### config.mk
export PLATFORM = sky130hd
export DESIGN_NAME = pid_regulator_trapezoidal_core
export DESIGN_NICKNAME = d
export VERILOG_FILES = /design/src/rtl/pidrt_pkg.sv /design/src/rtl/pid_regulator_trapezoidal_core.sv
export SDC_FILE = /design/constraint.sdc
export NUM_CORES = 2
export LEC_CHECK = 0
export BUFFER_PORTS_ARGS = -buffer_cell sky130_fd_sc_hd__buf_2
export CORE_AREA = 5 5 329 299
export CTS_BUF_LIST = sky130_fd_sc_hd__clkbuf_4 sky130_fd_sc_hd__clkbuf_8
export DETAILED_ROUTE_END_ITERATION = 10
export DIE_AREA = 0 0 334 304
export GPL_TIMING_DRIVEN = 0
export PLACE_DENSITY = 0.83
export RECOVER_POWER = 25
export SLEW_MARGIN = 5
export SYNTH_ARGS = -nofsm -noshare
export SYNTH_HDL_FRONTEND = slang
export SYNTH_SLANG_ARGS = --single-unit
### constraint.sdc
create_clock -name clk_i -period 12.4 [get_ports clk_i]
set_input_delay 2.48 -clock clk_i [delete_from_list [all_inputs] [get_ports clk_i]]
set_output_delay 2.48 -clock clk_i [all_outputs]
set_load 0.02 [all_outputs]
### src/rtl/pidrt_pkg.sv
package pidrt_pkg;

  localparam int CFG_ADDR_W = 3;
  localparam int CFG_DATA_W = 24;
  localparam int GAIN_W     = 24;
  localparam int MUL_A_W    = 25;
  localparam int MUL_B_W    = 33;
  localparam int PROD_W     = MUL_A_W + MUL_B_W;
  localparam int CHUNK_W    = 32;
  localparam int DRIVE_W    = 32;
  localparam int OUT_SHIFT  = 40;
  localparam int OUT_TDATA_W = 40;

  localparam int SH_KP    = 24;
  localparam int SH_KD_LO = 16;
  localparam int SH_KI_HI = 32;
  localparam int SH_KD_HI = 48;

  localparam logic [CFG_ADDR_W-1:0] REG_MODE  = 3'd0;
  localparam logic [CFG_ADDR_W-1:0] REG_KP    = 3'd1;
  localparam logic [CFG_ADDR_W-1:0] REG_KI    = 3'd2;
  localparam logic [CFG_ADDR_W-1:0] REG_KD    = 3'd3;
  localparam logic [CFG_ADDR_W-1:0] REG_HPER  = 3'd4;
  localparam logic [CFG_ADDR_W-1:0] REG_IPER  = 3'd5;

  localparam logic [1:0] MODE_P   = 2'd0;
  localparam logic [1:0] MODE_PI  = 2'd1;
  localparam logic [1:0] MODE_PID = 2'd2;

  typedef enum logic [9:0] {
    S_IDLE = 10'b00_0000_0001,
    S_MP   = 10'b00_0000_0010,
    S_AREA = 10'b00_0000_0100,
    S_INT  = 10'b00_0000_1000,
    S_KI0  = 10'b00_0001_0000,
    S_KI1  = 10'b00_0010_0000,
    S_KD0  = 10'b00_0100_0000,
    S_KD1  = 10'b00_1000_0000,
    S_KD2  = 10'b01_0000_0000,
    S_FIN  = 10'b10_0000_0000
  } state_e;

endpackage

### src/rtl/pid_regulator_trapezoidal_core.sv
// A single 25x33 multiplier forms every product in turn under the step sequencer, which
// runs MP and AREA, then INT, KI0, KI1 and KD0 in PI and PID modes, then KD1 and KD2 in
// PID mode, then FIN until the output register is free. Input is taken only in IDLE.
// A finished result waits in the output register while the next item is accepted.
// Reset (rst_ni low, asynchronous): mode = PID, gains and periods zero, integral and
// previous error zero, output empty.
module pid_regulator_trapezoidal_core #(
  parameter int ERROR_WIDTH = 16,
  parameter int ACC_WIDTH   = 56
) (
  input  logic                                   clk_i,
  input  logic                                   rst_ni,
  input  logic                                   s_axis_tvalid,
  output logic                                   s_axis_tready,
  // [ERROR_WIDTH-1:0] error
  input  logic [((ERROR_WIDTH+7)/8)*8-1:0]       s_axis_tdata,
  output logic                                   m_axis_tvalid,
  input  logic                                   m_axis_tready,
  // [31:0] drive, [32] saturated, [39:33] zero
  output logic [pidrt_pkg::OUT_TDATA_W-1:0]      m_axis_tdata,
  input  logic                                   cfg_we_i,
  input  logic [pidrt_pkg::CFG_ADDR_W-1:0]       cfg_addr_i,
  input  logic [pidrt_pkg::CFG_DATA_W-1:0]       cfg_wdata_i
);

  localparam int PW        = pidrt_pkg::PROD_W;
  localparam int ACC_SUM_W = ((ACC_WIDTH > PW) ? ACC_WIDTH : PW) + 1;
  localparam int KI_TERM_W = pidrt_pkg::GAIN_W + ACC_WIDTH + 1;
  localparam int KD_TERM_W = 2 * pidrt_pkg::GAIN_W + ERROR_WIDTH + 2 + pidrt_pkg::SH_KD_LO;
  localparam int TERM_W    = (KI_TERM_W > KD_TERM_W) ? KI_TERM_W : KD_TERM_W;
  localparam int SUM_W     = ((TERM_W > 80) ? TERM_W : 80) + 2;
  localparam int TOP_LSB   = pidrt_pkg::OUT_SHIFT + pidrt_pkg::DRIVE_W - 1;

  pidrt_pkg::state_e state_q, state_d;

  logic [1:0]                          mode_q;
  logic signed [pidrt_pkg::GAIN_W-1:0] kp_q, ki_q, kd_q;
  logic [pidrt_pkg::GAIN_W-1:0]        hper_q, iper_q;

  logic signed [ERROR_WIDTH-1:0]       e_q, prev_q;
  logic signed [ACC_WIDTH-1:0]         acc_q;
  logic signed [PW-1:0]                prod_q, d_q;
  logic signed [SUM_W-1:0]             sum_q;
  logic                                clip_q;

  logic                                out_valid_q;
  logic [pidrt_pkg::DRIVE_W-1:0]       drive_q;
  logic                                sat_q;

  logic signed [pidrt_pkg::MUL_A_W-1:0] mul_a;
  logic signed [pidrt_pkg::MUL_B_W-1:0] mul_b;
  logic signed [PW-1:0]                 mul_p;
  logic signed [pidrt_pkg::MUL_B_W-1:0] e_sum, e_dif;
  logic signed [63:0]                   acc_ext, d_ext;
  logic signed [SUM_W-1:0]              addend;
  logic signed [ACC_SUM_W-1:0]          acc_wide;
  logic [ACC_SUM_W-ACC_WIDTH:0]         acc_hi;
  logic                                 acc_ok;
  logic signed [ACC_WIDTH-1:0]          acc_sat;
  logic [SUM_W-TOP_LSB-1:0]             sum_hi;
  logic                                 drv_ok;
  logic [pidrt_pkg::DRIVE_W-1:0]        drv_sat;
  logic                                 in_acc, out_free;

  assign in_acc   = s_axis_tvalid && s_axis_tready;
  assign out_free = !out_valid_q || m_axis_tready;

  assign s_axis_tready = (state_q == pidrt_pkg::S_IDLE);
  assign m_axis_tvalid = out_valid_q;
  assign m_axis_tdata  = {{(pidrt_pkg::OUT_TDATA_W - pidrt_pkg::DRIVE_W - 1){1'b0}},
                          sat_q, drive_q};

  assign e_sum   = pidrt_pkg::MUL_B_W'(e_q) + pidrt_pkg::MUL_B_W'(prev_q);
  assign e_dif   = pidrt_pkg::MUL_B_W'(e_q) - pidrt_pkg::MUL_B_W'(prev_q);
  assign acc_ext = 64'(acc_q);
  assign d_ext   = 64'(d_q);

  always_comb begin
    mul_a = '0;
    mul_b = '0;
    case (state_q)
      pidrt_pkg::S_MP: begin
        mul_a = {kp_q[pidrt_pkg::GAIN_W-1], kp_q};
        mul_b = pidrt_pkg::MUL_B_W'(e_q);
      end
      pidrt_pkg::S_AREA: begin
        mul_a = {1'b0, hper_q};
        mul_b = e_sum;
      end
      pidrt_pkg::S_INT: begin
        mul_a = {1'b0, iper_q};
        mul_b = e_dif;
      end
      pidrt_pkg::S_KI0: begin
        mul_a = {ki_q[pidrt_pkg::GAIN_W-1], ki_q};
        mul_b = {1'b0, acc_ext[pidrt_pkg::CHUNK_W-1:0]};
      end
      pidrt_pkg::S_KI1: begin
        mul_a = {ki_q[pidrt_pkg::GAIN_W-1], ki_q};
        mul_b = {acc_ext[63], acc_ext[63:pidrt_pkg::CHUNK_W]};
      end
      pidrt_pkg::S_KD0: begin
        mul_a = {kd_q[pidrt_pkg::GAIN_W-1], kd_q};
        mul_b = {1'b0, d_ext[pidrt_pkg::CHUNK_W-1:0]};
      end
      pidrt_pkg::S_KD1: begin
        mul_a = {kd_q[pidrt_pkg::GAIN_W-1], kd_q};
        mul_b = {d_ext[63], d_ext[63:pidrt_pkg::CHUNK_W]};
      end
      default: begin
        mul_a = '0;
        mul_b = '0;
      end
    endcase
  end

  assign mul_p = mul_a * mul_b;

  always_comb begin
    case (state_q)
      pidrt_pkg::S_AREA: addend = SUM_W'(prod_q) <<< pidrt_pkg::SH_KP;
      pidrt_pkg::S_KI1:  addend = SUM_W'(prod_q);
      pidrt_pkg::S_KD0:  addend = SUM_W'(prod_q) <<< pidrt_pkg::SH_KI_HI;
      pidrt_pkg::S_KD1:  addend = SUM_W'(prod_q) <<< pidrt_pkg::SH_KD_LO;
      pidrt_pkg::S_KD2:  addend = SUM_W'(prod_q) <<< pidrt_pkg::SH_KD_HI;
      default:           addend = '0;
    endcase
  end

  assign acc_wide = ACC_SUM_W'(acc_q) + ACC_SUM_W'(prod_q);
  assign acc_hi   = acc_wide[ACC_SUM_W-1:ACC_WIDTH-1];
  assign acc_ok   = (&acc_hi) || !(|acc_hi);
  assign acc_sat  = acc_ok ? acc_wide[ACC_WIDTH-1:0] :
                    (acc_wide[ACC_SUM_W-1] ? {1'b1, {(ACC_WIDTH-1){1'b0}}}
                                           : {1'b0, {(ACC_WIDTH-1){1'b1}}});

  assign sum_hi  = sum_q[SUM_W-1:TOP_LSB];
  assign drv_ok  = (&sum_hi) || !(|sum_hi);
  assign drv_sat = drv_ok ? sum_q[TOP_LSB:pidrt_pkg::OUT_SHIFT] :
                   (sum_q[SUM_W-1] ? {1'b1, {(pidrt_pkg::DRIVE_W-1){1'b0}}}
                                   : {1'b0, {(pidrt_pkg::DRIVE_W-1){1'b1}}});

  always_comb begin
    state_d = state_q;
    case (state_q)
      pidrt_pkg::S_IDLE: if (in_acc) state_d = pidrt_pkg::S_MP;
      pidrt_pkg::S_MP:   state_d = pidrt_pkg::S_AREA;
      pidrt_pkg::S_AREA: begin
        state_d = (mode_q == pidrt_pkg::MODE_P) ? pidrt_pkg::S_FIN : pidrt_pkg::S_INT;
      end
      pidrt_pkg::S_INT:  state_d = pidrt_pkg::S_KI0;
      pidrt_pkg::S_KI0:  state_d = pidrt_pkg::S_KI1;
      pidrt_pkg::S_KI1:  state_d = pidrt_pkg::S_KD0;
      pidrt_pkg::S_KD0: begin
        state_d = (mode_q == pidrt_pkg::MODE_PI) ? pidrt_pkg::S_FIN : pidrt_pkg::S_KD1;
      end
      pidrt_pkg::S_KD1:  state_d = pidrt_pkg::S_KD2;
      pidrt_pkg::S_KD2:  state_d = pidrt_pkg::S_FIN;
      pidrt_pkg::S_FIN:  if (out_free) state_d = pidrt_pkg::S_IDLE;
      default:           state_d = pidrt_pkg::S_IDLE;
    endcase
  end

  always_ff @(posedge clk_i or negedge rst_ni) begin
    if (!rst_ni) begin
      state_q <= pidrt_pkg::S_IDLE;
    end else begin
      state_q <= state_d;
    end
  end

  always_ff @(posedge clk_i or negedge rst_ni) begin
    if (!rst_ni) begin
      mode_q <= pidrt_pkg::MODE_PID;
      kp_q   <= '0;
      ki_q   <= '0;
      kd_q   <= '0;
      hper_q <= '0;
      iper_q <= '0;
    end else if (cfg_we_i) begin
      case (cfg_addr_i)
        pidrt_pkg::REG_MODE: mode_q <= cfg_wdata_i[1:0];
        pidrt_pkg::REG_KP:   kp_q   <= cfg_wdata_i;
        pidrt_pkg::REG_KI:   ki_q   <= cfg_wdata_i;
        pidrt_pkg::REG_KD:   kd_q   <= cfg_wdata_i;
        pidrt_pkg::REG_HPER: hper_q <= cfg_wdata_i;
        pidrt_pkg::REG_IPER: iper_q <= cfg_wdata_i;
        default: ;
      endcase
    end
  end

  always_ff @(posedge clk_i or negedge rst_ni) begin
    if (!rst_ni) begin
      acc_q  <= '0;
      prev_q <= '0;
      clip_q <= 1'b0;
    end else begin
      case (state_q)
        pidrt_pkg::S_IDLE: if (in_acc) clip_q <= 1'b0;
        pidrt_pkg::S_INT: begin
          acc_q  <= acc_sat;
          prev_q <= e_q;
          if (!acc_ok) clip_q <= 1'b1;
        end
        default: ;
      endcase
    end
  end

  always_ff @(posedge clk_i) begin
    prod_q <= mul_p;
    if (in_acc) begin
      e_q   <= s_axis_tdata[ERROR_WIDTH-1:0];
      sum_q <= '0;
    end else begin
      sum_q <= sum_q + addend;
    end
    if (state_q == pidrt_pkg::S_KI0) d_q <= prod_q;
  end

  always_ff @(posedge clk_i or negedge rst_ni) begin
    if (!rst_ni) begin
      out_valid_q <= 1'b0;
    end else if (state_q == pidrt_pkg::S_FIN && out_free) begin
      out_valid_q <= 1'b1;
    end else if (m_axis_tready) begin
      out_valid_q <= 1'b0;
    end
  end

  always_ff @(posedge clk_i) begin
    if (state_q == pidrt_pkg::S_FIN && out_free) begin
      drive_q <= drv_sat;
      sat_q   <= clip_q || !drv_ok;
    end
  end

endmodule

Word-level counts from Yosys, hierarchy flattened
Cells that the tools add are included.
{"block": "word_totals", "word_cells": 86, "inputBits": 48, "regBits": 455, "out_inout_bits": 42}
{"block": "classes", "mul": 1, "muxes": 17, "reduce_logical": 28, "n_addsub": 4, "eq_ne": 19}
{"operator": "84-bit case mux with 5 select lines", "n": 1}
{"operator": "33-bit case mux with 7 select lines", "n": 1}
{"operator": "25-bit case mux with 5 select lines", "n": 1}
{"operator": "56-bit 2-to-1 mux", "n": 2}
{"operator": "10-bit case mux with 10 select lines", "n": 1}
{"operator": "84-bit adder", "n": 1}
{"operator": "32-bit 2-to-1 mux", "n": 2}
{"operator": "56-bit by 58-bit adder with 59-bit output", "n": 1}
{"operator": "25-bit by 33-bit multiplier with 58-bit output", "n": 1}
{"operator": "10-bit 2-to-1 mux", "n": 4}
{"operator": "16-bit by 16-bit adder with 17-bit output", "n": 1}
{"operator": "16-bit by 16-bit subtractor with 17-bit output", "n": 1}
{"operator": "2-bit AND reduction", "n": 7}
{"operator": "13-bit AND reduction", "n": 1}
{"operator": "13-bit OR reduction", "n": 1}
{"operator": "10-bit by 1-bit == test with 1-bit output (second input constant)", "n": 1}
{"operator": "10-bit == test (second input constant)", "n": 1}
{"operator": "10-bit by 2-bit == test with 1-bit output (second input constant)", "n": 1}
{"operator": "10-bit by 3-bit == test with 1-bit output (second input constant)", "n": 1}
{"operator": "10-bit by 4-bit == test with 1-bit output (second input constant)", "n": 1}
{"operator": "10-bit by 5-bit == test with 1-bit output (second input constant)", "n": 1}
{"operator": "10-bit by 6-bit == test with 1-bit output (second input constant)", "n": 1}
{"operator": "10-bit by 7-bit == test with 1-bit output (second input constant)", "n": 1}
{"operator": "10-bit by 8-bit == test with 1-bit output (second input constant)", "n": 1}
{"operator": "other kinds (19)", "n": 34}

Logic depth before layout (Yosys ltp)
{"block": "logic_depth", "word_depth": 6, "depth_mapped": 42, "mapped_depth_nobuf": 39}

Worst setup path before layout
No wires, ideal clock.
{"block": "synth_path", "path_kind": "flip-flop to flip-flop", "from": "reg state_q[6]", "to": "reg prod_q[55]", "required_ns": 12.328, "setup_slack_ns": 2.770, "path_buffers": 3, "setup_ns": 0.072, "arrival_time_ns": 9.558, "path_stages_with_launch": 35, "cell_sequence": "dfrtp_1 > nor4_1 > nand2_1 > or3_1 > nor3b_1 > buf_2 > buf_2 > a22oi_1 > o211ai_1 > clkbuf_1 > nand2_1 > fa_1 > inv_1 > fa_1 > inv_1 > fa_1 > inv_1 > fa_1 > fa_1 > fa_1 > inv_1 > fa_1 > inv_1 > ha_1 > a2111oi_0 > o21ai_0 > o21a_1 > a2111oi_0 > a21oi_1 > a211o_1 > o21ai_2 > o31a_2 > o31ai_1 > o41ai_2 > xnor2_1"}
{"block": "synth_between", "elab_chain_len": 4}
{"element": "start: declaration", "line_no": "pid_regulator_trapezoidal_core.sv:34", "text": "pidrt_pkg::state_e state_q, state_d;"}
{"element": "start signal: assignment", "line_no": "pid_regulator_trapezoidal_core.sv:166", "text": "state_q <= pidrt_pkg::S_IDLE;"}
{"element": "start signal: assignment", "line_no": "pid_regulator_trapezoidal_core.sv:168", "text": "state_q <= state_d;"}
{"element": "10-bit by 8-bit == test with 1-bit output, or another cell as far along", "line_no": "pid_regulator_trapezoidal_core.sv:81", "text": "case (state_q)"}
{"element": "2-bit OR reduction (no source line)"}
{"element": "25-bit case mux with 5 select lines", "line_no": "pid_regulator_trapezoidal_core.sv:81"}
{"element": "25-bit by 33-bit multiplier with 58-bit output *", "line_no": "pid_regulator_trapezoidal_core.sv:117", "text": "assign mul_p = mul_a * mul_b;"}
{"element": "net mul_p[55]", "line_no": "pid_regulator_trapezoidal_core.sv:52", "text": "logic signed [PW-1:0] mul_p;"}
{"element": "end signal: assignment", "line_no": "pid_regulator_trapezoidal_core.sv:212", "text": "prod_q <= mul_p;"}
{"element": "end: declaration", "line_no": "pid_regulator_trapezoidal_core.sv:42", "text": "logic signed [PW-1:0] prod_q, d_q;"}
Mark *: on every way through the listed nets, which the timed path passes. The rest lies on a longest branch.
A chain may end at the register's enable or synchronous reset.

Final worst setup path
{"block": "layout_path", "from": "reg prev_q[1]", "to": "reg prod_q[57]"}
{"block": "layout_between", "elab_chain_len": 3}
{"element": "start: declaration", "line_no": "pid_regulator_trapezoidal_core.sv:40", "text": "logic signed [ERROR_WIDTH-1:0] e_q, prev_q;"}
{"element": "start signal: assignment", "line_no": "pid_regulator_trapezoidal_core.sv:203", "text": "prev_q <= e_q;"}
{"element": "16-bit by 16-bit subtractor with 17-bit output / 16-bit by 16-bit adder with 17-bit output (equally long branches)", "line_no": "pid_regulator_trapezoidal_core.sv:74, pid_regulator_trapezoidal_core.sv:73"}
{"element": "33-bit case mux with 7 select lines *", "line_no": "pid_regulator_trapezoidal_core.sv:81"}
{"element": "25-bit by 33-bit multiplier with 58-bit output *", "line_no": "pid_regulator_trapezoidal_core.sv:117"}
{"element": "net mul_p[57]", "line_no": "pid_regulator_trapezoidal_core.sv:52"}
Marks and branches as above.

==> flow_summary.json <==
{
  "cts_sinks": 455,
  "yosys.area_share.simple_pct": 13.7,
  "htree_num_levels": 3,
  "gp_congestion": 1.08,
  "syn_avg_cell_area_um2": 9.11,
  "start_kind": "flop",
  "worst_setup_path_end_kind": "flop",
  "drv_slew": 115,
  "grt_overflow": 0,
  "dpl.hpwl_um": 167000,
  "setup_violations": 0,
  "synth_area_um2": 56200,
  "post-route-min-period_ps": 12180,
  "crit_fanout": 10,
  "top_level_ports": 90,
  "synthDistinctLibCells": 108,
  "fin_nets": 7581,
  "max_freq_ghz": 0.0821,
  "drive_gt1_share_pct": 8.55,
  "areaGrowthSynthToFinish_pct": 7.58,
  "grt_pass1_wl_um": 307000,
  "track_usage_pct": 40.4,
  "wl_per_cell_um": 26.9,
  "path_clk_slew_ps": 60,
  "setup_slack_ps": 216,
  "violations": "design-rule violations, max-capacitance violations, max-slew violations",
  "insertion_delay_ps": 770,
  "rows": 107,
  "p_per_area_nw_per_um2": 143,
  "min_path_type": "reg -> reg",
  "core-area_um2": 94300,
  "worst_path_max_delay_cell": "fa_1",
  "utilization_pct": 64.1,
  "slowest_delay_ps": 610,
  "synth_mux_area_share_pct": 2.63,
  "tightestPinTransition_ps": 5870,
  "maxCapViolations": 4,
  "ys_ff_latch": 455,
  "io_buffer_count": 81,
  "synth_compound_gate_area_share_pct": 14.0,
  "die_width_um": 334,
  "grt_pass1_vias": 48200,
  "cts_root_buf": "clkbuf_8",
  "synth_ff_type": "dfrtp_1",
  "synth_edf_count": 107,
  "relSlewSlack_pct": -291,
  "drt-total-wl_um": 207000,
  "ant_nets": 0,
  "cts_hold_repair.buffers": 0,
  "synth_xor_area_share_pct": 2.90,
  "hold_slack_ps": 505,
  "netlist_instances": 6167,
  "cts_tree": "built",
  "avgViaCountPerCell": 6.29,
  "finalCritPeriodShare_pct": 98.3,
  "power.leakage_uw": 0.0296,
  "cts_buffers": 80,
  "grt_max_degree": 114,
  "clk_path_buf_depth": 3,
  "arrival_ps": 12780,
  "hold_violations": 0,
  "vias": 48400,
  "drc_errors": 2,
  "mostFrequentLayoutCell": "inv_1",
  "ir_drop_mv": 0.144,
  "skew_ps": 75.5,
  "worstPathRequired_ps": 13000,
  "die_h_um": 304,
  "yosysWarnings": 0,
  "antenna_found_initial": 12,
  "drtIter0Drc": 5901,
  "synth-adder-area-share_pct": 37.5,
  "crit_type": "reg -> reg",
  "initial_core_util_pct": 59.6,
  "ys_async_sr_fraction_pct": 45.3,
  "pre_cts_slack_ps": -296,
  "nFillCells": 7909,
  "mostFrequentLayoutCells": "inv_1 (1,007), fa_1 (846), nand2_1 (696), nor2_1 (615), ha_1 (330)",
  "synth_top_family_by_area": "adder cells",
  "status": "complete, but fails checks",
  "die-area_um2": 102000,
  "seq_area_frac_synth_pct": 20.0,
  "dr.pass1.iters": 11
}
==> registers in the layout, indices dropped and copies added (netlist names), 2 cells and up <==
name,count
sum_q,84
d_q,58
prod_q,58
acc_q,56
drive_q,32
hper_q,24
iper_q,24
kd_q,24
ki_q,24
kp_q,24
e_q,16
prev_q,16
state_q,10
mode_q,2
==> logic make-up (layout without fill, tap and decap cells) <==
| kind of cell | Yosys count | after routing |
|---|---|---|
| AOI/OAI and AO/OA | 1118 | 1118 |
| xor gates and xnor gates | 186 | 186 |
| adders and majority gates | 1176 | 1176 |
| buffers and inverters | 1338 | 1589 |
| DFF | 455 | 455 |
| muxes | 132 | 132 |
| other | 1 | 22 |
| and+or+nand+nor | 1761 | 1761 |
==> what timing repair did <==
| item | CTS | global route |
|---|---|---|
| buffers inserted | 0 | 9 |
| gates resized for setup | 4 | 15 |
| setup endpoints to repair | 3 | 6 |
| pin swaps | 0 | 4 |
| hold endpoints to repair | 0 | 0 |
==> cell type report <==
| type | count | area, um^2 | share of cell area, % |
|---|---|---|---|
| clock inverters | 37 | 414 | 0.685 |
| inverters | 1011 | 3790 | 6.28 |
| diodes | 15 | 37.5 | 0.0621 |
| repair buffers | 103 | 647 | 1.07 |
| clock buffers | 112 | 1450 | 2.40 |
| multi-input cells | 4380 | 39900 | 66.1 |
| well taps | 1253 | 1570 | 2.59 |
| plain buffers | 326 | 1390 | 2.30 |
| flip-flops and latches | 455 | 11200 | 18.6 |
==> synthesized netlist by cell type, drive strengths merged (40+ instances only) <==
cell type / count / area (um^2)
inv: 1010 / 3790
fa: 846 / 16900
nand2: 696 / 2610
nor2: 615 / 2310
ha: 330 / 4130
a21oi: 243 / 1230
clkbuf: 217 / 815
dfrtp: 204 / 5100
o21ai: 173 / 877
dfxtp: 142 / 2840
a21o: 140 / 1050
mux2: 124 / 1400
a22oi: 116 / 871
buf: 110 / 556
edfxtp: 107 / 3210
xnor2: 107 / 937
nand3: 91 / 460
xor2: 79 / 692
a211oi: 66 / 510
and2: 64 / 400
nand4: 50 / 313
a222oi: 47 / 470
nand2b: 42 / 263
and3: 41 / 262
a31oi: 40 / 250
o21bai: 40 / 300
==> path summary, 6_finish.rpt <==
path / from / to / slack [ps] / depth (start not counted)
max: prev_q[1] / prod_q[57] / 220 / 39
min: hper_q[3] / hper_q[3] / 500 / 1
max reg2reg: prev_q[1] / prod_q[57] / 220 / 39
min reg2reg: hper_q[3] / hper_q[3] / 500 / 1
max in group asynchronous: rst_ni / acc_q[53] / 5210 / 1
min in group asynchronous: rst_ni / prev_q[10] / 3910 / 1
==> layer usage <==
layer	GRT usage [%]	vias up	share of wire, %
li1	-	20500	-
met1	54.4	23800	38
met3	15.4	690	14
met4	19.7	8	6.3
met5	0	-	0.037
met2	57.3	3281	41
==> per-stage QoR <==
stage / power (uW) / TNS [ps] / std cells / instance area [um^2]
after floorplan: 4860 / 0 / 6173 / 56200
after global placement: 6640 / -371 / 7507 / 58200
after detailed placement: 6710 / -505 / 7519 / 58300
after CTS: 8390 / 0 / 7668 / 60200
after global routing: 8960 / -23.0 / 7677 / 60400
final: 8610 / 0 / 7692 / 60400
==> where the power goes <==
group	switching, uW	total, uW	internal, uW
Sequential	418	2240	1820
Combinational	3240	4730	1490
Clock	721	1640	915
Total	4380	8610	4230
==> worst max-delay path: cells and delay by family, from the launching register on <==
kind,cells,cell delay (ps)
muxes,1,310
buffers and inverters,8,920
xor gates and xnor gates,1,320
DFF,1,420
and+or+nand+nor,5,940
AOI/OAI and AO/OA,15,4640
adders and majority gates,9,4460
Power figures use the tool's default switching activity.
